$ cat src/sv/sdmb_isqrt.sv
// Pipelined integer square root, one result bit per register stage, with a sideband payload.
// Depends on nothing but the clock enable supplied by the caller.
`default_nettype none

module sdmb_isqrt #(
    parameter int IN_W   = 39,
    parameter int SIDE_W = 9,
    localparam int OUT_W = (IN_W + 1) / 2
) (
    input  wire logic              clk,
    input  wire logic              rst_n,
    input  wire logic              en,
    input  wire logic              in_valid,
    input  wire logic [IN_W-1:0]   in_radicand,
    input  wire logic [SIDE_W-1:0] in_side,
    output logic                   out_valid,
    output logic [OUT_W-1:0]       out_root,
    output logic [SIDE_W-1:0]      out_side
);

    localparam int PAD_W = 2 * OUT_W;
    localparam int REM_W = OUT_W + 3;

    logic              valid_reg [OUT_W];
    logic [REM_W-1:0]  rem_reg   [OUT_W];
    logic [OUT_W-1:0]  root_reg  [OUT_W];
    logic [PAD_W-1:0]  rad_reg   [OUT_W];
    logic [SIDE_W-1:0] side_reg  [OUT_W];

    for (genvar k = 0; k < OUT_W; k++)
    begin : g_step
        logic              valid_p;
        logic [REM_W-1:0]  rem_p;
        logic [OUT_W-1:0]  root_p;
        logic [PAD_W-1:0]  rad_p;
        logic [SIDE_W-1:0] side_p;
        logic [REM_W-1:0]  rem_s;
        logic [REM_W-1:0]  trial;
        logic [REM_W-1:0]  rem_next;
        logic [OUT_W-1:0]  root_next;

        if (k == 0)
        begin : g_first
            assign valid_p = in_valid;
            assign rem_p   = '0;
            assign root_p  = '0;
            assign rad_p   = PAD_W'(in_radicand);
            assign side_p  = in_side;
        end
        else
        begin : g_rest
            assign valid_p = valid_reg[k-1];
            assign rem_p   = rem_reg[k-1];
            assign root_p  = root_reg[k-1];
            assign rad_p   = rad_reg[k-1];
            assign side_p  = side_reg[k-1];
        end

        // Bring down the next bit pair and try 4*root + 1
        always_comb
        begin
            rem_s = {rem_p[REM_W-3:0], rad_p[PAD_W-1 -: 2]};
            trial = REM_W'({root_p, 2'b01});
            if (rem_s >= trial)
            begin
                rem_next  = rem_s - trial;
                root_next = {root_p[OUT_W-2:0], 1'b1};
            end
            else
            begin
                rem_next  = rem_s;
                root_next = {root_p[OUT_W-2:0], 1'b0};
            end
        end

        always_ff @(posedge clk or negedge rst_n)
        begin
            if (!rst_n)
                valid_reg[k] <= 1'b0;
            else if (en)
                valid_reg[k] <= valid_p;
        end

        always_ff @(posedge clk)
        begin
            if (en)
            begin
                rem_reg[k]  <= rem_next;
                root_reg[k] <= root_next;
                rad_reg[k]  <= rad_p << 2;
                side_reg[k] <= side_p;
            end
        end
    end

    assign out_valid = valid_reg[OUT_W-1];
    assign out_root  = root_reg[OUT_W-1];
    assign out_side  = side_reg[OUT_W-1];

endmodule

`default_nettype wire

$ cat config.mk
export PLATFORM = sky130hd
export DESIGN_NAME = sdmb_isqrt
export DESIGN_NICKNAME = d
export VERILOG_FILES = /design/src/sv/sdmb_isqrt.sv
export SDC_FILE = /design/constraint.sdc
export NUM_CORES = 1
export LEC_CHECK = 0
export ABC_AREA = 1
export BUFFER_PORTS_ARGS = -buffer_cell sky130_fd_sc_hd__buf_4
export CAP_MARGIN = 40
export CORE_UTILIZATION = 50
export CTS_CLUSTER_SIZE = 28
export DETAILED_ROUTE_END_ITERATION = 12
export GPL_TIMING_DRIVEN = 0
export PLACE_DENSITY = 0.66
export REMOVE_ABC_BUFFERS = 1
export SYNTH_ARGS = -nofsm -noshare
export SYNTH_HDL_FRONTEND = slang
export SYNTH_SLANG_ARGS = --single-unit
$ cat constraint.sdc
create_clock -name clk -period 3.8 [get_ports clk]
set_clock_uncertainty 0.05 [all_clocks]
set_input_delay 0.19 -clock clk [delete_from_list [all_inputs] [get_ports clk]]
set_output_delay 0.19 -clock clk [all_outputs]
set_load 0.01 [all_outputs]
==> impl_results.md <==
- Worst hold path type: in -> reg
- Placed wire-length estimate: approximately 85 mm
- Comb power frac: 16.6%
- Power density over the cells: 529 nW/µm²
- Max Fanout on Critical Path: 196
- Relative slew slack: 25.7%
- Layout cell share with drive strength beyond 1: 8.23%
- Max reg flops: between 300 and 400
- Root buffer cell: sky130_fd_sc_hd__clkbuf_16
- Minimum setup slack among reg-to-reg paths: 0.52 ns
- Met2 WL: approximately 56 mm
- Post-synthesis sequential element count: 1159
- Number of search-and-repair iterations in the first detailed-routing pass: 5
- Antenna fix cells: 0
- Total overflow reported by the global router: 0
- Capturing element type of the critical path: flip-flop
- Latest clock arrival within the worst-skew pair: a little over 0.7 ns
- Endpoint required time on the critical path: between 4 and 5 ns
- Global-route wire length before repair: 187 mm
- Relative contribution of the clock network to total power: about a third
- Instance area at placement: approximately 59000 µm²
- Filler Cells Inserted: 9805
- Length of routed wiring on met1: ~53 mm
- Number of max-cap violations: 0
- Number of DRC violations after detailed routing: 0
- Post-cts resize count: 0
- Number of standard cells after synthesis: between 5000 and 6000
- Post-layout total power: roughly 34000 µW
- Launching element of the worst setup path: en
- Post-CTS setup buffer count: 0
- Minimum setup slack after placement: between 0.2 and 0.25 ns
- Post-synth EDFFs: between 1000 and 1500
- Floorplan die width: about 340 µm
- Net switching power: about 9300 µW
- Synthesis Warnings: 0
- Area fraction of the dominant cell type after synthesis: between 60 and 70%
- Top achievable clock speed: between 200 and 300 MHz
- Launch point of the worst reg-to-reg path: root_reg[3][60]
- Area taken by flip-flops and latches: roughly 35000 µm²
- Hold wc startpoint: in_radicand[16]
- Final-report max-slew violation count: 0
- Critical Path Source Type: input port
- Vertical extent of the die: around 340 µm
- Unrepaired setup endpoints after global routing: false
- # nets final: a little over 6000
- Switching power as a share of total power: between 20% and 30%
- Finished layout cell area: about 64000 µm²
- Post-synth top area cell: sky130_fd_sc_hd__edfxtp_1
- Metal3 WL: between 4 and 5 mm
- Internal power component: approximately 24000 µW
- Mean cell area of the mapped netlist: 10.0 µm²
- Leakage dissipation: around 0.027 µW
- Average vias per placed instance: between 5 and 6
- Number of port buffers: 81
- DIE AREA: 115000 µm²
- I/O Pins: 82
- Count of H-tree levels built during CTS: 3
- Kind of critical path: in -> reg
- Initial antenna violation count: 0
- Syn Std Cell Area: roughly 57000 µm²
- Period utilization: just over 90%
- Area of the multi-input gates: around 18000 µm²
- Post-synth cell types: 54
- Worst-case hold path end point: rad_reg[0][16]
- Post-detailed-route wirelength per cell: between 15 and 20 µm
- CTS Buffer Depth: 3
- Detailed Route WL: 117 mm
- Dominant cells by area after synthesis: sky130_fd_sc_hd__edfxtp_1 60%, sky130_fd_sc_hd__nand2_1 11%, sky130_fd_sc_hd__inv_1 5.5%
- TritonCTS clock tree: done
- Clock-pin slew reported for the worst setup and hold paths after clock tree synthesis: about 0.060 ns
- Shortest period the worst path allows: 3.44 ns
- Hold violation total from the final report: 0
- Status: finished clean
- VDD IR max: approximately 0.49 mV
- Final setup viols: 0
- Top_reg_cell synth: sky130_fd_sc_hd__edfxtp_1
- Clock buffer count from CTS: 119
- Worst hold path cell count: 2
- Power share of the sequential group: between 40 and 50%
- Via count of the first global-routing pass: about 36000
- Uppermost signal routing layer after detailed routing: met4
- GPL Wtd Cong: approximately 0.9
- Standard-cell rows: 123
- GRT Total Usage: roughly a fifth
- Clock sink total: approximately 1200
- Setup WS post-layout: 0.362 ns
- Detail Route Antenna Nets: 0
- Transition time at the pin with the least slew margin: approximately 1.1 ns
- CP arrival: approximately 3.7 ns
- Sequential-to-total area share from yosys stat: between 60% and 70%
- Terminus of the critical flop-to-flop path: rem_reg[16][17]
- Async S/R FF share, synth: roughly 1.7%
- Largest net degree at the start of global routing: ~200
- Initial core utilization: about 51%
- Area growth, synth to finish: 12.0%
- Number of DRC markers after the initial detailed-route iteration: between 2000 and 3000
- Via count: 37600
- Area of the placeable core: 113000 µm²
- Number of cells on the worst reg-to-reg path: 12
==> per-stage QoR <==
| step | std cells | utilization, % | setup TNS (ns) | hold slack (ns) |
|---|---|---|---|---|
| after floorplan | 5624 | - | 0 | -0.156 |
| after global placement | 7205 | 52.3 | -8482.15 | 0.0261 |
| after detailed placement | 7213 | 52.5 | 0 | 0.0308 |
| after CTS | 7491 | 56.6 | 0 | 0.0741 |
| after global routing | 7492 | 56.6 | 0 | 0.0993 |
| final | 7492 | 56.6 | 0 | 0.136 |
==> what timing repair did <==
action,in CTS,in global routing
endpoints found under the hold margin,127,0
setup endpoints to repair,0,0
hold buffers,54,0
==> metal layers <==
layer,GRT usage (%),vias up
met1,27.5,17500
li1,-,19200
met2,34.1,730
met5,0,-
met4,5.21,0
met3,2.64,152
==> how the worst max path moves through the flow <==
stage,cells past startpoint,slack [ns],to
after global routing,5,0.07,side_reg[3][14]
after global placement,2,-7.74,g_step[19].valid_p
after floorplan,9,1.27,rem_reg[16][18]
after detailed placement,4,0.23,side_reg[4][34]
after CTS,5,0.35,side_reg[4][34]
final,5,0.36,rem_reg[4][5]
==> cell families after synthesis <==
family,Yosys count,share of synthesized area [%]
and+or+nand+nor,2753,20.5
DFF,1159,61.0
buffers and inverters,925,6.58
AOI/OAI and AO/OA,458,4.59
adders and majority gates,230,5.05
xor gates and xnor gates,146,2.25
muxes,2,0.0396
other,1,0.00659
==> synthesized netlist by cell type (all sizes together) (2+ instances only) <==
cell type / number
a21oi: 237
o21a: 4
dfrtp: 20
nand4: 95
ha: 230
nand2: 1740
nor2: 496
o21bai: 14
a31oi: 2
o211ai: 4
a21o: 4
mux2: 2
a21boi: 2
nand3b: 60
xnor2: 63
clkbuf: 6
o21ai: 190
clkinv: 4
xor2: 83
nand3: 285
nor4: 6
nor3: 48
and2: 4
and3: 4
buf: 44
edfxtp: 1139
inv: 871
or2: 14
==> power groups by stage <==
stage / Combinational (µW) / Sequential, µW / Clock [µW]
floorplan: 3990 / 16200 / 0
global placement: 5430 / 16800 / 0
detailed placement: 5520 / 16600 / 0
CTS: 5600 / 16300 / 12200
global route: 6390 / 16400 / 12700
finish: 5600 / 16300 / 11800
==> layout by cell type (no fill, tap or decap), drive strengths merged, types with 63 or more instances in the layout <==
cell    count
nor2      496
ha        230
xnor2      63
a21oi     237
xor2       83
inv       879
edfxtp   1139
o21ai     190
clkbuf    138
nand2    1740
nand4      95
buf        90
nand3     285
==> critical path: stages <==
cell                            delay [ns]
sky130_fd_sc_hd__dlygate4sd3_1        0.61
sky130_fd_sc_hd__buf_16               0.48
sky130_fd_sc_hd__buf_16               0.61
sky130_fd_sc_hd__buf_16               0.58
sky130_fd_sc_hd__buf_16               0.54
==> final cells by class <==
cell class,instances,share of cell area [%]
Inverter,875,5.17
Timing Repair Buffer,144,2.16
Tap cell,1500,2.94
Multi-Input combinational cell,3590,29.0
Clock inverter,86,1.58
Clock buffer,138,4.78
Sequential cell,1159,54.4
No activity file was read; power rests on OpenSTA's default activity.
