`config.mk`:
```
export PLATFORM = sky130hd
export DESIGN_NAME = sdmb_outbuf_flat
export DESIGN_NICKNAME = d
export VERILOG_FILES = /design/src/sv/sdmb_pkg.sv /design/src/sv/sdmb_if.sv /design/src/sv/sdmb_outbuf.sv /design/src/flat_wrapper.sv
export SDC_FILE = /design/constraint.sdc
export NUM_CORES = 1
export LEC_CHECK = 0
export BUFFER_PORTS_ARGS = -buffer_cell sky130_fd_sc_hd__buf_4
export CAP_MARGIN = 20
export CELL_PAD_IN_SITES_DETAIL_PLACEMENT = 1
export CELL_PAD_IN_SITES_GLOBAL_PLACEMENT = 2
export CORE_UTILIZATION = 36
export CTS_BUF_LIST = sky130_fd_sc_hd__clkbuf_4
export CTS_CLUSTER_DIAMETER = 30
export DETAILED_ROUTE_END_ITERATION = 10
export GPL_ROUTABILITY_DRIVEN = 0
export PLACE_DENSITY = 0.8
export SLEW_MARGIN = 30
export SYNTH_ARGS = -nofsm -noshare
export SYNTH_HDL_FRONTEND = slang
export SYNTH_SLANG_ARGS = --single-unit
export TNS_END_PERCENT = 10
```
`constraint.sdc`:
```
create_clock -name clk -period 1.85 [get_ports clk]
set_input_delay 0.2775 -clock clk [delete_from_list [all_inputs] [get_ports clk]]
set_output_delay 0.2775 -clock clk [all_outputs]
set_load 0.03 [all_outputs]
```
`src/sv/sdmb_pkg.sv`:
```
// Shared types and constants for the soft disc max-blend pixel pipeline.
// No dependencies; every other file of the block but sdmb_isqrt uses this package.
`default_nettype none

package sdmb_pkg;

    // Defaults for the top-level parameters
    localparam int MAX_DIM_DEF   = 2048;
    localparam int FRAC_BITS_DEF = 8;

    // Fixed field widths
    localparam int ROW_W = 11;
    localparam int COL_W = 11;
    localparam int PIX_W = 8;
    localparam int CX_W  = 19;
    localparam int CY_W  = 19;
    localparam int RAD_W = 18;
    localparam int DIM_W = 12;

    localparam logic [DIM_W-1:0] DIM_RESET = DIM_W'(2048);

    // Configuration port
    localparam int APB_ADDR_W = 5;
    localparam int APB_DATA_W = 32;
    localparam int REG_IDX_W  = 3;

    typedef enum logic [REG_IDX_W-1:0] {
        REG_CENTER_X     = 3'd0,
        REG_CENTER_Y     = 3'd1,
        REG_RADIUS       = 3'd2,
        REG_IMAGE_WIDTH  = 3'd3,
        REG_IMAGE_HEIGHT = 3'd4
    } reg_idx_t;

    // Disc geometry as seen by the datapath
    typedef struct packed {
        logic [CX_W-1:0]  center_x;
        logic [CY_W-1:0]  center_y;
        logic [RAD_W-1:0] radius;
    } cfg_t;

    // Clamped bounding box; upper bounds exclusive
    typedef struct packed {
        logic [DIM_W-1:0] row_lo;
        logic [DIM_W-1:0] row_hi;
        logic [DIM_W-1:0] col_lo;
        logic [DIM_W-1:0] col_hi;
    } box_t;

endpackage

`default_nettype wire

```
`src/sv/sdmb_if.sv`:
```
// Valid/ready stream interfaces for the pixel input and output channels.
// Depends on sdmb_pkg for the field widths.
`default_nettype none


interface sdmb_pix_out_if;
    logic                       valid;
    logic                       ready;
    logic [sdmb_pkg::PIX_W-1:0] new_value;

    modport source (output valid, output new_value, input ready);
    modport sink   (input valid, input new_value, output ready);
endinterface

`default_nettype wire

```
`src/sv/sdmb_outbuf.sv`:
```
// Output register with one skid entry; drives the pipeline advance enable.
// Depends on sdmb_pkg and sdmb_pix_out_if.
`default_nettype none

module sdmb_outbuf (
    input  wire logic                       clk,
    input  wire logic                       rst_n,
    input  wire logic                       pipe_valid,
    input  wire logic [sdmb_pkg::PIX_W-1:0] pipe_value,
    output logic                            en,
    sdmb_pix_out_if.source                  pix_out
);

    logic                       out_valid_reg;
    logic [sdmb_pkg::PIX_W-1:0] out_value_reg;
    logic                       skid_valid_reg;
    logic [sdmb_pkg::PIX_W-1:0] skid_value_reg;
    logic                       take;
    logic                       consume;

    assign en      = !skid_valid_reg;
    assign take    = out_valid_reg && pix_out.ready;
    assign consume = en && pipe_valid;

    always_ff @(posedge clk or negedge rst_n)
    begin
        if (!rst_n)
        begin
            out_valid_reg  <= 1'b0;
            skid_valid_reg <= 1'b0;
        end
        else if (skid_valid_reg)
        begin
            if (take)
            begin
                out_valid_reg  <= 1'b1;
                skid_valid_reg <= 1'b0;
            end
        end
        else if (consume)
        begin
            if (out_valid_reg && !take)
                skid_valid_reg <= 1'b1;
            else
                out_valid_reg <= 1'b1;
        end
        else if (take)
        begin
            out_valid_reg <= 1'b0;
        end
    end

    always_ff @(posedge clk)
    begin
        if (skid_valid_reg)
        begin
            if (take)
                out_value_reg <= skid_value_reg;
        end
        else if (consume)
        begin
            if (out_valid_reg && !take)
                skid_value_reg <= pipe_value;
            else
                out_value_reg <= pipe_value;
        end
    end

    assign pix_out.valid     = out_valid_reg;
    assign pix_out.new_value = out_value_reg;

    a_skid_behind_out: assert property (@(posedge clk) disable iff (!rst_n)
        skid_valid_reg |-> out_valid_reg)
        else $error("skid entry held while output register empty");

    a_skid_only_on_stall: assert property (@(posedge clk) disable iff (!rst_n)
        $rose(skid_valid_reg) |-> $past(out_valid_reg && !pix_out.ready))
        else $error("skid entry filled without an output stall");

    a_consume_lands: assert property (@(posedge clk) disable iff (!rst_n)
        consume |=> out_valid_reg)
        else $error("pipeline result dropped");

endmodule

`default_nettype wire

```
`src/flat_wrapper.sv`:
```
// flat-port wrapper written by rule: the top's interface ports become plain ports
module sdmb_outbuf_flat 
  (clk, rst_n, pipe_valid, pipe_value, en, pix_out_valid, pix_out_new_value, pix_out_ready);
  sdmb_pix_out_if pix_out_i ();
  input  wire logic clk;
  input  wire logic rst_n;
  input  wire logic pipe_valid;
  input  wire logic [sdmb_pkg::PIX_W-1:0] pipe_value;
  output logic en;
  output wire logic [$bits(pix_out_i.valid)-1:0] pix_out_valid;
  output wire logic [$bits(pix_out_i.new_value)-1:0] pix_out_new_value;
  input wire logic [$bits(pix_out_i.ready)-1:0] pix_out_ready;
  assign pix_out_valid = pix_out_i.valid;
  assign pix_out_new_value = pix_out_i.new_value;
  assign pix_out_i.ready = pix_out_ready;
  sdmb_outbuf u_core (.clk(clk), .rst_n(rst_n), .pipe_valid(pipe_valid), .pipe_value(pipe_value), .en(en), .pix_out(pix_out_i));
endmodule
```
==> impl_metrics.json <==
{
  "routed_via_density": 4.43,
  "holdWs_ps": 165,
  "post_synth_xor_area_fraction": 0,
  "cp_slowest_cell": "dfrtp_1",
  "ant_nets": 0,
  "drt_iter0_markers": 1,
  "cellPowerDensity_nw_per_um2": 1550,
  "synth_cell_type_count": 13,
  "synth_ff_type": "edfxtp_1",
  "h-tree-depth": 1,
  "wl_mm": 1.21,
  "synth_top_cells_by_area": "edfxtp_1 (67%), mux2_4 (15%), dfrtp_1 (7.0%)",
  "cts_inserted_buffers": 3,
  "fin_crit_ps": 1420,
  "synth_top_area_frac": 0.671,
  "grt-ovfl-total": 0,
  "synth_top_area_cell": "edfxtp_1",
  "grtUsageTotal": 0.136,
  "die_width_um": 46.6,
  "startpoint_type": "flop",
  "finalSetupTns_ps": 0,
  "hold_depth": 1,
  "ys.warnings.count": 0,
  "syn_area_sq_um": 716,
  "finClkSkew_ps": 3.89,
  "rsz0062_at_grt": "false",
  "worst_setup_path_end_kind": "flop",
  "diodes": 0,
  "fillCellCount": 200,
  "syn_nets": 49,
  "cp_max_fo": 6,
  "setup_viol": 0,
  "drc": 0,
  "cp.required_ps": 1860,
  "die_area_sq_um": 2170,
  "ios": 22,
  "drive_gt1_frac": 0.569,
  "crit_buf_inv": 1,
  "cpPeakStageDelay_ps": 390,
  "synth_top_family_by_area": "multiplexers",
  "min_period_over_period": 0.766,
  "syn_avg_cell_area_sq_um": 19.3,
  "fin_util": 0.528,
  "crit_family": "simple AND/OR/NAND/NOR gates",
  "num-nets-final": 78,
  "die-height_um": 46.6,
  "core_sq_um": 1800,
  "path_cells": "nand2b_2 > nor3_1 > buf_4",
  "dr.pass1.iters": 2,
  "drv_slew": 0,
  "synth_edf_count": 16,
  "grt_pass1_wl_mm": 1.86,
  "wire_per_inst_um": 13.4,
  "placementRows": 15,
  "synth_most_common_cell": "edfxtp_1",
  "ctsResizeCount": 0,
  "path_clk_slew_ps": 100,
  "path_class": "reg2reg",
  "power_leakage_nw": 0.397,
  "numPortBuffers": 21,
  "cp_num_cells": 3,
  "cp.arrival_ps": 1430,
  "reg2reg_slack_ps": 430,
  "antenna_found_initial": 0,
  "synthSimpleGateAreaFrac": 0.0367,
  "tritoncts": "built",
  "hold_class": "in2reg",
  "finalHoldViolations": 0,
  "tightest_slew_ps": 401,
  "maxCapViolations": 0,
  "yosys-top-cells-count": "edfxtp_1 (16), mux2_4 (7), a21oi_1 (2), dfrtp_1 (2), inv_1 (2)",
  "fmax_mhz": 706,
  "grt_max_degree": 13,
  "vias": 399,
  "grt_pass1_vias": 423,
  "ys_async_sr_fraction": 0.111,
  "syn-instance-count": 37,
  "slew_headroom": 0.731,
  "ys_ff_latch": 18,
  "clock_tree.root_cell": "clkbuf_4",
  "clk_latency_ps": 290,
  "status": "finished clean",
  "area_delta_synth_final_pct": 33.0,
  "ir_worst_vdd_mv": 0.673,
  "start_util": 0.397,
  "hpwl_um": 915,
  "ff2ff_path_depth": 3,
  "clkSinkCount": 18,
  "synth_seq_area_share": 0.741,
  "cts.path.max_buffers": 2,
  "yosys.area_share.adder": 0,
  "synth-compound-area-share": 0.0332,
  "muxShareOfSynthArea": 0.163
}
==> cells in the final DEF (no fill, tap or decap), drive strengths merged <==
cell / Yosys / routed
nand2b: 1 / 1
dfrtp: 2 / 2
inv: 2 / 2
nor3: 1 / 1
nand2: 1 / 1
clkbuf: 0 / 3
edfxtp: 16 / 16
a2bb2oi: 1 / 1
and2b: 1 / 1
clkinv: 0 / 1
buf: 1 / 24
o21ai: 1 / 1
dlygate4sd3: 0 / 1
mux2: 8 / 8
a21oi: 2 / 2
==> layout make-up <==
cell class,count,area (sq um),share of cell area
sequential,18,531,0.557
timing repair buffer,25,190,0.200
multi-input combinational,16,166,0.175
tap,25,31.3,0.0329
clock buffer,3,22.5,0.0237
inverter,2,7.51,0.00788
clock inverter,1,3.75,0.00394
==> layer usage <==
layer,part of all wire,wire length (um),global-route usage
met4,0.012,14,0.0882
met3,0.051,61,0.0510
met5,0,0,0
met2,0.50,597,0.217
met1,0.44,531,0.149
==> path summary, 6_finish.rpt <==
check	start	to
worst max-delay path	u_core.skid_valid_reg$_DFF_PN0_	u_core.skid_value_reg[1]$_DFFE_PP_
worst min-delay path	pipe_value[6]	u_core.skid_value_reg[6]$_DFFE_PP_
worst max register to register	u_core.skid_valid_reg$_DFF_PN0_	u_core.skid_value_reg[1]$_DFFE_PP_
worst min register to register	u_core.pix_out.valid$_DFFE_PN0P_	u_core.skid_valid_reg$_DFF_PN0_
max in group asynchronous	rst_n	u_core.pix_out.valid$_DFFE_PN0P_
min in group asynchronous	rst_n	u_core.skid_valid_reg$_DFF_PN0_
==> per-stage QoR <==
stage	std cells	setup slack [ps]	power, mW	instance area (sq um)
6_report	90	433	1.48	952
2_1_floorplan	37	166	1.08	716
3_3_place_gp	85	497	1.28	916
4_1_cts	90	433	1.50	952
5_1_grt	90	335	1.56	952
3_5_place_dp	85	452	1.30	916
==> kinds of logic (layout without fill, tap and decap cells) <==
logic type             after synthesis  after routing
and+or+nand+nor                      4              4
muxes                                8              8
DFF                                 18             18
buffers and inverters                3             31
AOI/OAI and AO/OA                    4              4
==> where the power goes <==
group | leakage [nW] | switching (mW) | internal (mW)
Sequential | 0.172 | 0.0398 | 0.591
Clock | 0.0154 | 0.116 | 0.0784
Combinational | 0.209 | 0.363 | 0.287
==> worst reg2reg max path, cell delays in order (launching register included) <==
cell and delay, ps:
dfrtp_1 390, nand2b_2 190, nor3_1 330, buf_4 230
==> timing repair <==
action / in CTS / in global routing
setup endpoints to repair: 0 / 0
setup buffers: 0 / 0
endpoints found under the hold margin: 2 / 0
hold buffers: 1 / 0
No activity file was read; power rests on OpenSTA's default activity.
