**src/sv/sdmb_pkg.sv**
```systemverilog
// Shared types and constants for the soft disc max-blend pixel pipeline.
// No dependencies; every other file of the block but sdmb_isqrt uses this package.
`default_nettype none

package sdmb_pkg;

    // Defaults for the top-level parameters
    localparam int MAX_DIM_DEF   = 2048;
    localparam int FRAC_BITS_DEF = 8;

    // Fixed field widths
    localparam int ROW_W = 11;
    localparam int COL_W = 11;
    localparam int PIX_W = 8;
    localparam int CX_W  = 19;
    localparam int CY_W  = 19;
    localparam int RAD_W = 18;
    localparam int DIM_W = 12;

    localparam logic [DIM_W-1:0] DIM_RESET = DIM_W'(2048);

    // Configuration port
    localparam int APB_ADDR_W = 5;
    localparam int APB_DATA_W = 32;
    localparam int REG_IDX_W  = 3;

    typedef enum logic [REG_IDX_W-1:0] {
        REG_CENTER_X     = 3'd0,
        REG_CENTER_Y     = 3'd1,
        REG_RADIUS       = 3'd2,
        REG_IMAGE_WIDTH  = 3'd3,
        REG_IMAGE_HEIGHT = 3'd4
    } reg_idx_t;

    // Disc geometry as seen by the datapath
    typedef struct packed {
        logic [CX_W-1:0]  center_x;
        logic [CY_W-1:0]  center_y;
        logic [RAD_W-1:0] radius;
    } cfg_t;

    // Clamped bounding box; upper bounds exclusive
    typedef struct packed {
        logic [DIM_W-1:0] row_lo;
        logic [DIM_W-1:0] row_hi;
        logic [DIM_W-1:0] col_lo;
        logic [DIM_W-1:0] col_hi;
    } box_t;

endpackage

`default_nettype wire

```
**src/sv/sdmb_cfg.sv**
```systemverilog
// APB register file for the disc geometry and image size, plus the registered bounding box.
// Depends on sdmb_pkg.
`default_nettype none

module sdmb_cfg #(
    parameter int MAX_DIM   = sdmb_pkg::MAX_DIM_DEF,
    parameter int FRAC_BITS = sdmb_pkg::FRAC_BITS_DEF
) (
    input  wire logic                            clk,
    input  wire logic                            rst_n,
    input  wire logic                            psel,
    input  wire logic                            penable,
    input  wire logic                            pwrite,
    input  wire logic [sdmb_pkg::APB_ADDR_W-1:0] paddr,
    input  wire logic [sdmb_pkg::APB_DATA_W-1:0] pwdata,
    output logic      [sdmb_pkg::APB_DATA_W-1:0] prdata,
    output logic                                 pready,
    output sdmb_pkg::cfg_t                       cfg,
    output sdmb_pkg::box_t                       box
);

    localparam int DIM_W = sdmb_pkg::DIM_W;
    localparam int SUM_W = sdmb_pkg::CX_W + 2;
    localparam int DIM_CAP_I = (MAX_DIM < (2 ** DIM_W) - 1) ? MAX_DIM : (2 ** DIM_W) - 1;
    localparam logic [DIM_W-1:0] DIM_CAP = DIM_W'(DIM_CAP_I);
    localparam logic signed [SUM_W-1:0] ONE_FX = SUM_W'(1) << FRAC_BITS;

    logic [sdmb_pkg::CX_W-1:0]  center_x_reg;
    logic [sdmb_pkg::CY_W-1:0]  center_y_reg;
    logic [sdmb_pkg::RAD_W-1:0] radius_reg;
    logic [DIM_W-1:0]           image_width_reg;
    logic [DIM_W-1:0]           image_height_reg;
    sdmb_pkg::box_t             box_reg;
    sdmb_pkg::box_t             box_next;

    sdmb_pkg::reg_idx_t idx;
    logic               wr_en;

    // Largest usable index along one axis, with the size saturated to 1..MAX_DIM
    function automatic logic [DIM_W-1:0] last_index(input logic [DIM_W-1:0] dim);
        logic [DIM_W-1:0] lim;
        if (dim == '0)
            lim = '0;
        else if (dim > DIM_CAP)
            lim = DIM_CAP - DIM_W'(1);
        else
            lim = dim - DIM_W'(1);
        return lim;
    endfunction

    // Drop the fraction of a Q position and clamp it to 0..lim
    function automatic logic [DIM_W-1:0] box_edge(input logic signed [SUM_W-1:0] x,
                                                  input logic [DIM_W-1:0] lim);
        logic [SUM_W-1:0] q;
        logic [DIM_W-1:0] e;
        q = SUM_W'(x >>> FRAC_BITS);
        if (x[SUM_W-1])
            e = '0;
        else if (q > SUM_W'(lim))
            e = lim;
        else
            e = q[DIM_W-1:0];
        return e;
    endfunction

    assign idx    = sdmb_pkg::reg_idx_t'(paddr[sdmb_pkg::APB_ADDR_W-1:2]);
    assign wr_en  = psel && penable && pwrite && pready;
    assign pready = 1'b1;

    always_ff @(posedge clk or negedge rst_n)
    begin
        if (!rst_n)
        begin
            center_x_reg     <= '0;
            center_y_reg     <= '0;
            radius_reg       <= '0;
            image_width_reg  <= sdmb_pkg::DIM_RESET;
            image_height_reg <= sdmb_pkg::DIM_RESET;
        end
        else if (wr_en)
        begin
            case (idx)
                sdmb_pkg::REG_CENTER_X:     center_x_reg     <= pwdata[sdmb_pkg::CX_W-1:0];
                sdmb_pkg::REG_CENTER_Y:     center_y_reg     <= pwdata[sdmb_pkg::CY_W-1:0];
                sdmb_pkg::REG_RADIUS:       radius_reg       <= pwdata[sdmb_pkg::RAD_W-1:0];
                sdmb_pkg::REG_IMAGE_WIDTH:  image_width_reg  <= pwdata[DIM_W-1:0];
                sdmb_pkg::REG_IMAGE_HEIGHT: image_height_reg <= pwdata[DIM_W-1:0];
                default: ;
            endcase
        end
    end

    always_comb
    begin
        case (idx)
            sdmb_pkg::REG_CENTER_X:     prdata = sdmb_pkg::APB_DATA_W'(center_x_reg);
            sdmb_pkg::REG_CENTER_Y:     prdata = sdmb_pkg::APB_DATA_W'(center_y_reg);
            sdmb_pkg::REG_RADIUS:       prdata = sdmb_pkg::APB_DATA_W'(radius_reg);
            sdmb_pkg::REG_IMAGE_WIDTH:  prdata = sdmb_pkg::APB_DATA_W'(image_width_reg);
            sdmb_pkg::REG_IMAGE_HEIGHT: prdata = sdmb_pkg::APB_DATA_W'(image_height_reg);
            default:                    prdata = '0;
        endcase
    end

    // Box edges: centre -/+ (radius + one pixel), truncated and clamped
    always_comb
    begin
        logic signed [SUM_W-1:0] cx;
        logic signed [SUM_W-1:0] cy;
        logic signed [SUM_W-1:0] r;
        cx = $signed(SUM_W'(center_x_reg));
        cy = $signed(SUM_W'(center_y_reg));
        r  = $signed(SUM_W'(radius_reg));
        box_next.row_lo = box_edge(cy - r - ONE_FX, last_index(image_height_reg));
        box_next.row_hi = box_edge(cy + r + ONE_FX, last_index(image_height_reg));
        box_next.col_lo = box_edge(cx - r - ONE_FX, last_index(image_width_reg));
        box_next.col_hi = box_edge(cx + r + ONE_FX, last_index(image_width_reg));
    end

    always_ff @(posedge clk or negedge rst_n)
    begin
        if (!rst_n)
            box_reg <= '0;
        else
            box_reg <= box_next;
    end

    assign cfg.center_x = center_x_reg;
    assign cfg.center_y = center_y_reg;
    assign cfg.radius   = radius_reg;
    assign box          = box_reg;

endmodule

`default_nettype wire

```
**config.mk**
```make
export PLATFORM = sky130hd
export DESIGN_NAME = sdmb_cfg
export DESIGN_NICKNAME = d
export VERILOG_FILES = /design/src/sv/sdmb_pkg.sv /design/src/sv/sdmb_cfg.sv
export SDC_FILE = /design/constraint.sdc
export NUM_CORES = 1
export LEC_CHECK = 0
export ABC_AREA = 1
export BUFFER_PORTS_ARGS = -buffer_cell sky130_fd_sc_hd__buf_2
export CAP_MARGIN = 20
export CORE_MARGIN = 2
export CORE_UTILIZATION = 50
export DETAILED_ROUTE_END_ITERATION = 8
export PLACE_DENSITY = 0.71
export SLEW_MARGIN = 20
export SYNTH_ARGS = -nofsm -noshare
export SYNTH_HDL_FRONTEND = slang
export SYNTH_SLANG_ARGS = --single-unit
```
**constraint.sdc**
```tcl
create_clock -name clk -period 9.65 [get_ports clk]
set_input_delay 1.93 -clock clk [delete_from_list [all_inputs] [get_ports clk]]
set_output_delay 1.93 -clock clk [all_outputs]
set_load 0.01 [all_outputs]
```
==> impl_table.tex, run 1 <==
\begin{tabular}{lr}
\hline
Metric & Value \\
\hline
\multicolumn{2}{l}{\textbf{Timing}} \\
\quad Actual transition at the worst max-transition pin & 1.09 ns \\
\quad Pins Over Slew Limit & 0 \\
\quad Worst Skew & 0.00736 ns \\
\quad Final count of negative-setup-slack endpoints & 0 \\
\quad Final hold vios & 0 \\
\quad Worst slew margin & 26.4\% \\
\quad Unrepaired setup endpoints after global routing & no \\
\quad Sum Neg Setup Slack & 0 ns \\
\quad Minimum clock period & 5.22 ns \\
\quad Post-route fraction of the period consumed by the critical path & 54.0\% \\
\quad Worst slack on hold paths & 0.484 ns \\
\quad Peak Freq & 0.192 GHz \\
\multicolumn{2}{l}{\textbf{Floorplan}} \\
\quad Std-Cell Rows & 56 \\
\quad Core outline area & 23500 um\^{}2 \\
\quad Die outline area & 25400 um\^{}2 \\
\quad Total I/O pin count & 179 \\
\quad Die width & 159 um \\
\quad Die extent in y & 159 um \\
\quad Starting utilization of the core area & 51.2\% \\
\multicolumn{2}{l}{\textbf{Worst setup path}} \\
\quad Arrival time of data at the critical path endpoint & 3.29 ns \\
\quad Worst path required time & 7.72 ns \\
\quad Largest fanout on the critical path & 18 \\
\quad Startpoint-to-endpoint class of the critical path & input pin to primary output \\
\quad Sort of element at the start of the critical path & input pin \\
\quad Critical path endpoint category & primary output \\
\multicolumn{2}{l}{\textbf{Route}} \\
\quad Per-cell routed wire length & 16.7 um \\
\quad Vias & 12100 \\
\quad Count of nets left with antenna violations after detail routing & 0 \\
\quad Vias per cell & 5.33 \\
\quad First DRT Iteration DRCs & 875 \\
\quad Remaining DRCs & 0 \\
\quad First-pass iteration count of the detailed router & 5 \\
\quad Total Routed Length & 38000 um \\
\multicolumn{2}{l}{\textbf{Yosys}} \\
\quad Post-synth EDFFs & 0 \\
\quad Async SR Flop Fraction & 100\% \\
\quad Yosys Warn Count & 0 \\
\quad Average cell area after synthesis & 6.73 um\^{}2 \\
\quad Cells after synthesis & 1793 \\
\quad Mapped cell area & 12100 um\^{}2 \\
\quad Share of synthesized area occupied by flip-flops and latches & 26.6\% \\
\quad Number of different library cells in the post-synthesis netlist & 53 \\
\quad Flip-flop and latch count after synthesis & 128 \\
\quad Most used flip-flop cell after synthesis & dfrtp\_1 \\
\multicolumn{2}{l}{\textbf{Cells and area}} \\
\quad Most common cell after layout, fill and taps aside & nand2\_1 \\
\quad Antenna fix cells & 0 \\
\quad Largest register FFs & 48 \\
\quad Highest-count cells in the layout ignoring fill and taps & nand2\_1, inv\_1, ha\_1 \\
\quad Signed area change from the synthesized netlist to the final layout & 13.7\% \\
\quad Fraction of layout cells with a size suffix above 1 & 14.1\% \\
\quad Nets@finish & 2138 \\
\quad Final-layout fill cell count & 2338 \\
\multicolumn{2}{l}{\textbf{CTS}} \\
\quad Worst-skew pair later-pin latency & 0.44 ns \\
\quad Max clock buf depth & 2 \\
\quad Register clock-pin slew on the reported worst setup and hold paths & 0.06 ns \\
\quad Total number of H-tree levels & 4 \\
\quad CTS tree & built \\
\quad Post-CTS setup-driven buffer insertion count & 0 \\
\quad Clock buffers created by TritonCTS & 17 \\
\quad Post-CTS Hold Buffers & 0 \\
\quad Sinks on the clock net & 128 \\
\quad Clk Tree Root Cell & clkbuf\_16 \\
\quad Count of cells resized by post-cts repair & 0 \\
\multicolumn{2}{l}{\textbf{Global routing}} \\
\quad Maximum number of pins on one net before global-route repair & 78 \\
\quad Via count of the first global-routing pass & 11400 \\
\quad Wire length of the first global-routing pass & 60500 um \\
\quad Overflow after GRT & 0 \\
\quad Initial antenna violation count & 0 \\
\quad All-Layer GR Usage & 30.0\% \\
\multicolumn{2}{l}{\textbf{Hold path}} \\
\quad Class of the worst hold path & register to register \\
\multicolumn{2}{l}{\textbf{Power and ir drop}} \\
\quad Total power draw & 4.13 mW \\
\quad Leakage power summed over all cells & 8.07 nW \\
\quad Power per cell area & 301 nW/um\^{}2 \\
\quad Maximum vdd drop & 0.127 mV \\
\multicolumn{2}{l}{\textbf{Status}} \\
\quad Status & finished, final reports clean \\
\multicolumn{2}{l}{\textbf{Job}} \\
\quad Number of maximum-capacitance violations & 0 \\
\multicolumn{2}{l}{\textbf{Place}} \\
\quad I/O Buffers & 149 \\
\quad Dpl hpwl & 29900 um \\
\quad Final weighted congestion in routability-driven placement & 0.970 \\
\hline
\end{tabular}
## layer usage
layer	global-route usage [%]	part of all wire (%)
met5	0	0
met4	7.81	1.8
met3	3.18	6.2
met2	48.7	45
met1	42.9	47
## cell families (layout without fill, tap and decap cells)
kind of cell	Yosys count	count (layout)	share of synthesized area, %
and+or+nand+nor	886	886	31.8
AOI/OAI and AO/OA	284	284	12.9
adders and majority gates	156	156	16.2
buffers and inverters	304	451	9.94
other	2	14	0.0623
xor gates and xnor gates	33	33	2.52
DFF	128	128	26.6
## metrics by stage
stage          worst slack (ns)  util [%]  instances  cell area (um^2)
2_1_floorplan              4.60         -       1805             12100
3_3_place_gp               4.52      55.7       2240             13100
3_5_place_dp               4.54      55.7       2240             13100
4_1_cts                    4.53      58.2       2271             13700
5_1_grt                    4.43      58.3       2271             13700
6_report                   4.43      58.3       2271             13700
## cell type report
cell class	instances	area [um^2]	share of cell area, %
multi-input cells	1373	7710	56.2
flip-flops and latches	128	3210	23.4
inverters	264	993	7.24
repair buffers	156	808	5.89
clock buffers	17	425	3.10
well taps	319	399	2.91
clock inverters	14	180	1.31
## Yosys cell counts, drive strengths merged (16+ instances only)
cell / number / area (um^2)
nor2: 115 / 499
xor2: 25 / 234
inv: 264 / 993
clkbuf: 24 / 90.1
nand3: 113 / 618
nand4: 19 / 119
ha: 156 / 1950
nand2: 603 / 2360
nor3: 18 / 115
o21ai: 147 / 736
buf: 16 / 115
a21oi: 94 / 485
dfrtp: 126 / 3150
## critical path, cell delays in order
cell	delay [ns]
buf_2	0.15
nor3_2	0.05
buf_4	0.21
inv_1	0.22
nor2_1	0.08
a221oi_1	0.23
o221ai_1	0.21
buf_2	0.19
## path summary, 6_finish.rpt
check / from / to / slack (ns) / cells after the start
worst min register to register: image_width_reg[0] / image_width_reg[0] / 0.48 / 2
worst max-delay path: paddr[4] / prdata[8] / 4.43 / 8
max in group asynchronous: rst_n / box[13] / 7.15 / 2
min in group asynchronous: rst_n / box[26] / 1.43 / 1
worst min-delay path: image_width_reg[0] / image_width_reg[0] / 0.48 / 2
worst max register to register: radius_reg[7] / box[14] / 4.94 / 26
## where the power goes
part	internal (mW)	switching (mW)
clock network	0.409	0.276
registers	0.694	0.153
logic	0.885	1.71
total	1.99	2.14
Power figures use the tool's default switching activity.
==> run 2: changes to the inputs <==
==> constraint.sdc (replaced) <==
create_clock -name clk -period 5.1 [get_ports clk]
set_input_delay 1.02 -clock clk [delete_from_list [all_inputs] [get_ports clk]]
set_output_delay 1.02 -clock clk [all_outputs]
set_load 0.01 [all_outputs]
==> run 2 against run 1 <==
Net effect: final area rose by 0.36%; die area did not move; utilization rose by 0.21 points; register-to-register slack got worse by 4.4 ns; critical endpoint is now box[8].
==> impl_table.tex, run 2 (same netlist as run 1, synthesis figures left out) <==
\begin{tabular}{lr}
\hline
Metric & Value \\
\hline
\multicolumn{2}{l}{\textbf{Timing}} \\
\quad Peak Freq & 0.220 GHz \\
\quad Final count of negative-setup-slack endpoints & 0 (unchanged) \\
\quad Unrepaired setup endpoints after global routing & no (unchanged) \\
\quad Worst slew margin & 29.1\% (was 26.4\%) \\
\quad Final hold vios & 0 (unchanged) \\
\quad Pins Over Slew Limit & 0 (unchanged) \\
\quad Minimum clock period & 4.54 ns \\
\quad Post-route fraction of the period consumed by the critical path & 89.0\% \\
\quad Sum Neg Setup Slack & 0 ns (unchanged) \\
\quad Worst Skew & 0.0132 ns (was 0.00736 ns) \\
\quad Actual transition at the worst max-transition pin & 1.06 ns (was 1.09 ns) \\
\multicolumn{2}{l}{\textbf{Place}} \\
\quad Dpl hpwl & 30100 um (was 29900 um) \\
\quad I/O Buffers & 149 (unchanged) \\
\quad Final weighted congestion in routability-driven placement & 0.951 (was 0.970) \\
\quad Placed Instances & 2249 (was 2240) \\
\multicolumn{2}{l}{\textbf{Worst setup path}} \\
\quad Arrival time of data at the critical path endpoint & 4.81 ns (was 3.29 ns) \\
\quad Largest fanout on the critical path & 24 (was 18) \\
\quad Critical path endpoint category & register (was primary output) \\
\quad Startpoint-to-endpoint class of the critical path & register to register (was input pin to primary output) \\
\quad Sort of element at the start of the critical path & register (was input pin) \\
\quad Worst path required time & 5.37 ns (was 7.72 ns) \\
\multicolumn{2}{l}{\textbf{Route}} \\
\quad Count of nets left with antenna violations after detail routing & 0 (unchanged) \\
\quad Remaining DRCs & 0 (unchanged) \\
\quad Vias per cell & 5.30 (was 5.33) \\
\quad Total Routed Length & 37900 um (was 38000 um) \\
\quad Vias & 12100 (about the same) \\
\quad First-pass iteration count of the detailed router & 6 (was 5) \\
\quad Per-cell routed wire length & 16.6 um (was 16.7 um) \\
\quad First DRT Iteration DRCs & 1064 (was 875) \\
\multicolumn{2}{l}{\textbf{Cells and area}} \\
\quad Most common cell after layout, fill and taps aside & nand2\_1 (unchanged) \\
\quad Signed area change from the synthesized netlist to the final layout & 14.2\% (was 13.7\%) \\
\quad Antenna fix cells & 0 (unchanged) \\
\quad Largest register FFs & 48 (unchanged) \\
\quad Final-layout fill cell count & 2345 (was 2338) \\
\quad Highest-count cells in the layout ignoring fill and taps & nand2\_1, inv\_1, ha\_1 (unchanged) \\
\quad Count of non-filler cells in the finished layout & 2281 (was 2271) \\
\quad Nets@finish & 2147 (was 2138) \\
\quad Fraction of layout cells with a size suffix above 1 & 14.6\% (was 14.1\%) \\
\multicolumn{2}{l}{\textbf{CTS}} \\
\quad Clk Tree Root Cell & clkbuf\_16 (unchanged) \\
\quad Max clock buf depth & 2 (unchanged) \\
\quad Register clock-pin slew on the reported worst setup and hold paths & 0.06 ns (about the same) \\
\quad Clock buffers created by TritonCTS & 17 (unchanged) \\
\quad Worst-skew pair later-pin latency & 0.44 ns (about the same) \\
\quad Sinks on the clock net & 128 (unchanged) \\
\quad Total number of H-tree levels & 4 (unchanged) \\
\quad Post-CTS setup-driven buffer insertion count & 0 (unchanged) \\
\quad CTS tree & built (unchanged) \\
\quad Post-CTS Hold Buffers & 0 (unchanged) \\
\quad Count of cells resized by post-cts repair & 0 (unchanged) \\
\multicolumn{2}{l}{\textbf{Global routing}} \\
\quad Initial antenna violation count & 0 (unchanged) \\
\quad Via count of the first global-routing pass & 11200 (was 11400) \\
\quad Maximum number of pins on one net before global-route repair & 97 (was 78) \\
\quad Overflow after GRT & 0 (unchanged) \\
\quad All-Layer GR Usage & 29.8\% (was 30.0\%) \\
\quad Wire length of the first global-routing pass & 59900 um (was 60500 um) \\
\multicolumn{2}{l}{\textbf{Status}} \\
\quad Status & finished, final reports clean (unchanged) \\
\multicolumn{2}{l}{\textbf{Floorplan}} \\
\quad Starting utilization of the core area & 51.2\% (unchanged) \\
\quad Std-Cell Rows & 56 (unchanged) \\
\quad Die outline area & 25400 um\^{}2 (unchanged) \\
\quad Die extent in y & 159 um (unchanged) \\
\quad Core outline area & 23500 um\^{}2 (unchanged) \\
\quad Die width & 159 um (unchanged) \\
\quad Total I/O pin count & 179 (unchanged) \\
\multicolumn{2}{l}{\textbf{Power and ir drop}} \\
\quad Maximum vdd drop & 0.213 mV (was 0.127 mV) \\
\quad Power per cell area & 569 nW/um\^{}2 (was 301 nW/um\^{}2) \\
\quad Leakage power summed over all cells & 8.10 nW (was 8.07 nW) \\
\multicolumn{2}{l}{\textbf{Hold path}} \\
\quad Class of the worst hold path & register to register (unchanged) \\
\multicolumn{2}{l}{\textbf{Job}} \\
\quad Number of maximum-capacitance violations & 0 (unchanged) \\
\hline
\end{tabular}
-- run 2: changes by cell type in the layout (fill, tap and decap cells not counted) --
| cell | previous run | this run |
|---|---|---|
| clkbuf_1 | 0 | 1 |
| buf_4 | 6 | 16 |
| nand2_2 | 27 | 29 |
| bufinv_16 | 3 | 2 |
| inv_6 | 5 | 4 |
| buf_6 | 2 | 1 |
| nand2_1 | 572 | 570 |
| clkinvlp_4 | 2 | 4 |
-- run 2: worst max-delay path, stage by stage, from the launching register on --
cell      delay (ns)
dfrtp_1         0.52
inv_1           0.12
ha_1            0.34
inv_2           0.09
ha_1            0.37
nand2_1         0.09
nor2_1          0.14
nand4_1         0.09
o211ai_1        0.33
nand3_1         0.12
nand2_1         0.18
a21oi_1         0.12
o21ai_0         0.31
ha_1            0.33
nand3_1         0.16
nor3_1          0.08
a211o_1         0.29
nand2_1         0.50
o21ai_0         0.21
-- run 2: layout make-up --
type	instances	area, um^2	area share, %
clock inverter	14	156	1.14
clock buffer	18	429	3.12
sequential	128	3210	23.3
inverter	264	993	7.22
tap	319	399	2.90
multi-input combinational	1373	7710	56.0
timing repair buffer	165	872	6.33
-- run 2: routing by layer --
layer  part of all wire, %  up-vias  track usage [%]
met5                     0        -                0
met4                   2.6        0             9.59
met3                   7.8       68             5.11
met2                    43      504             46.2
met1                    46     5468             42.4
li1                      -     6051                -
-- run 2: per-stage QoR --
step | util [%] | setup WS [ns] | total power, mW | hold WS, ns | instance area [um^2]
global route | 58.5 | 0.105 | 8.58 | 0.536 | 13800
detailed placement | 55.9 | 0.619 | 6.48 | 0.474 | 13200
floorplan | - | 1.27 | 5.08 | 0.453 | 12100
CTS | 58.4 | 0.551 | 7.76 | 0.490 | 13800
finish | 58.5 | 0.559 | 7.84 | 0.484 | 13800
global placement | 55.9 | 0.689 | 6.36 | 0.467 | 13200
-- run 2: worst paths after layout --
check	start	endpoint	slack [ns]	depth (start not counted)
setup reg to reg	radius_reg[9]	box[8]	0.56	18
max in group asynchronous	rst_n	center_x_reg[15]	3.43	2
hold / removal	image_height_reg[1]	image_height_reg[1]	0.48	2
hold reg to reg	image_height_reg[1]	image_height_reg[1]	0.48	2
min in group asynchronous	rst_n	image_height_reg[10]	0.67	1
setup / recovery	radius_reg[9]	box[8]	0.56	18
-- run 2: where the power goes --
group / internal, mW / switching (mW) / total [mW]
sequential: 1.31 / 0.243 / 1.56
combinational: 1.70 / 3.32 / 5.02
clock: 0.727 / 0.531 / 1.26
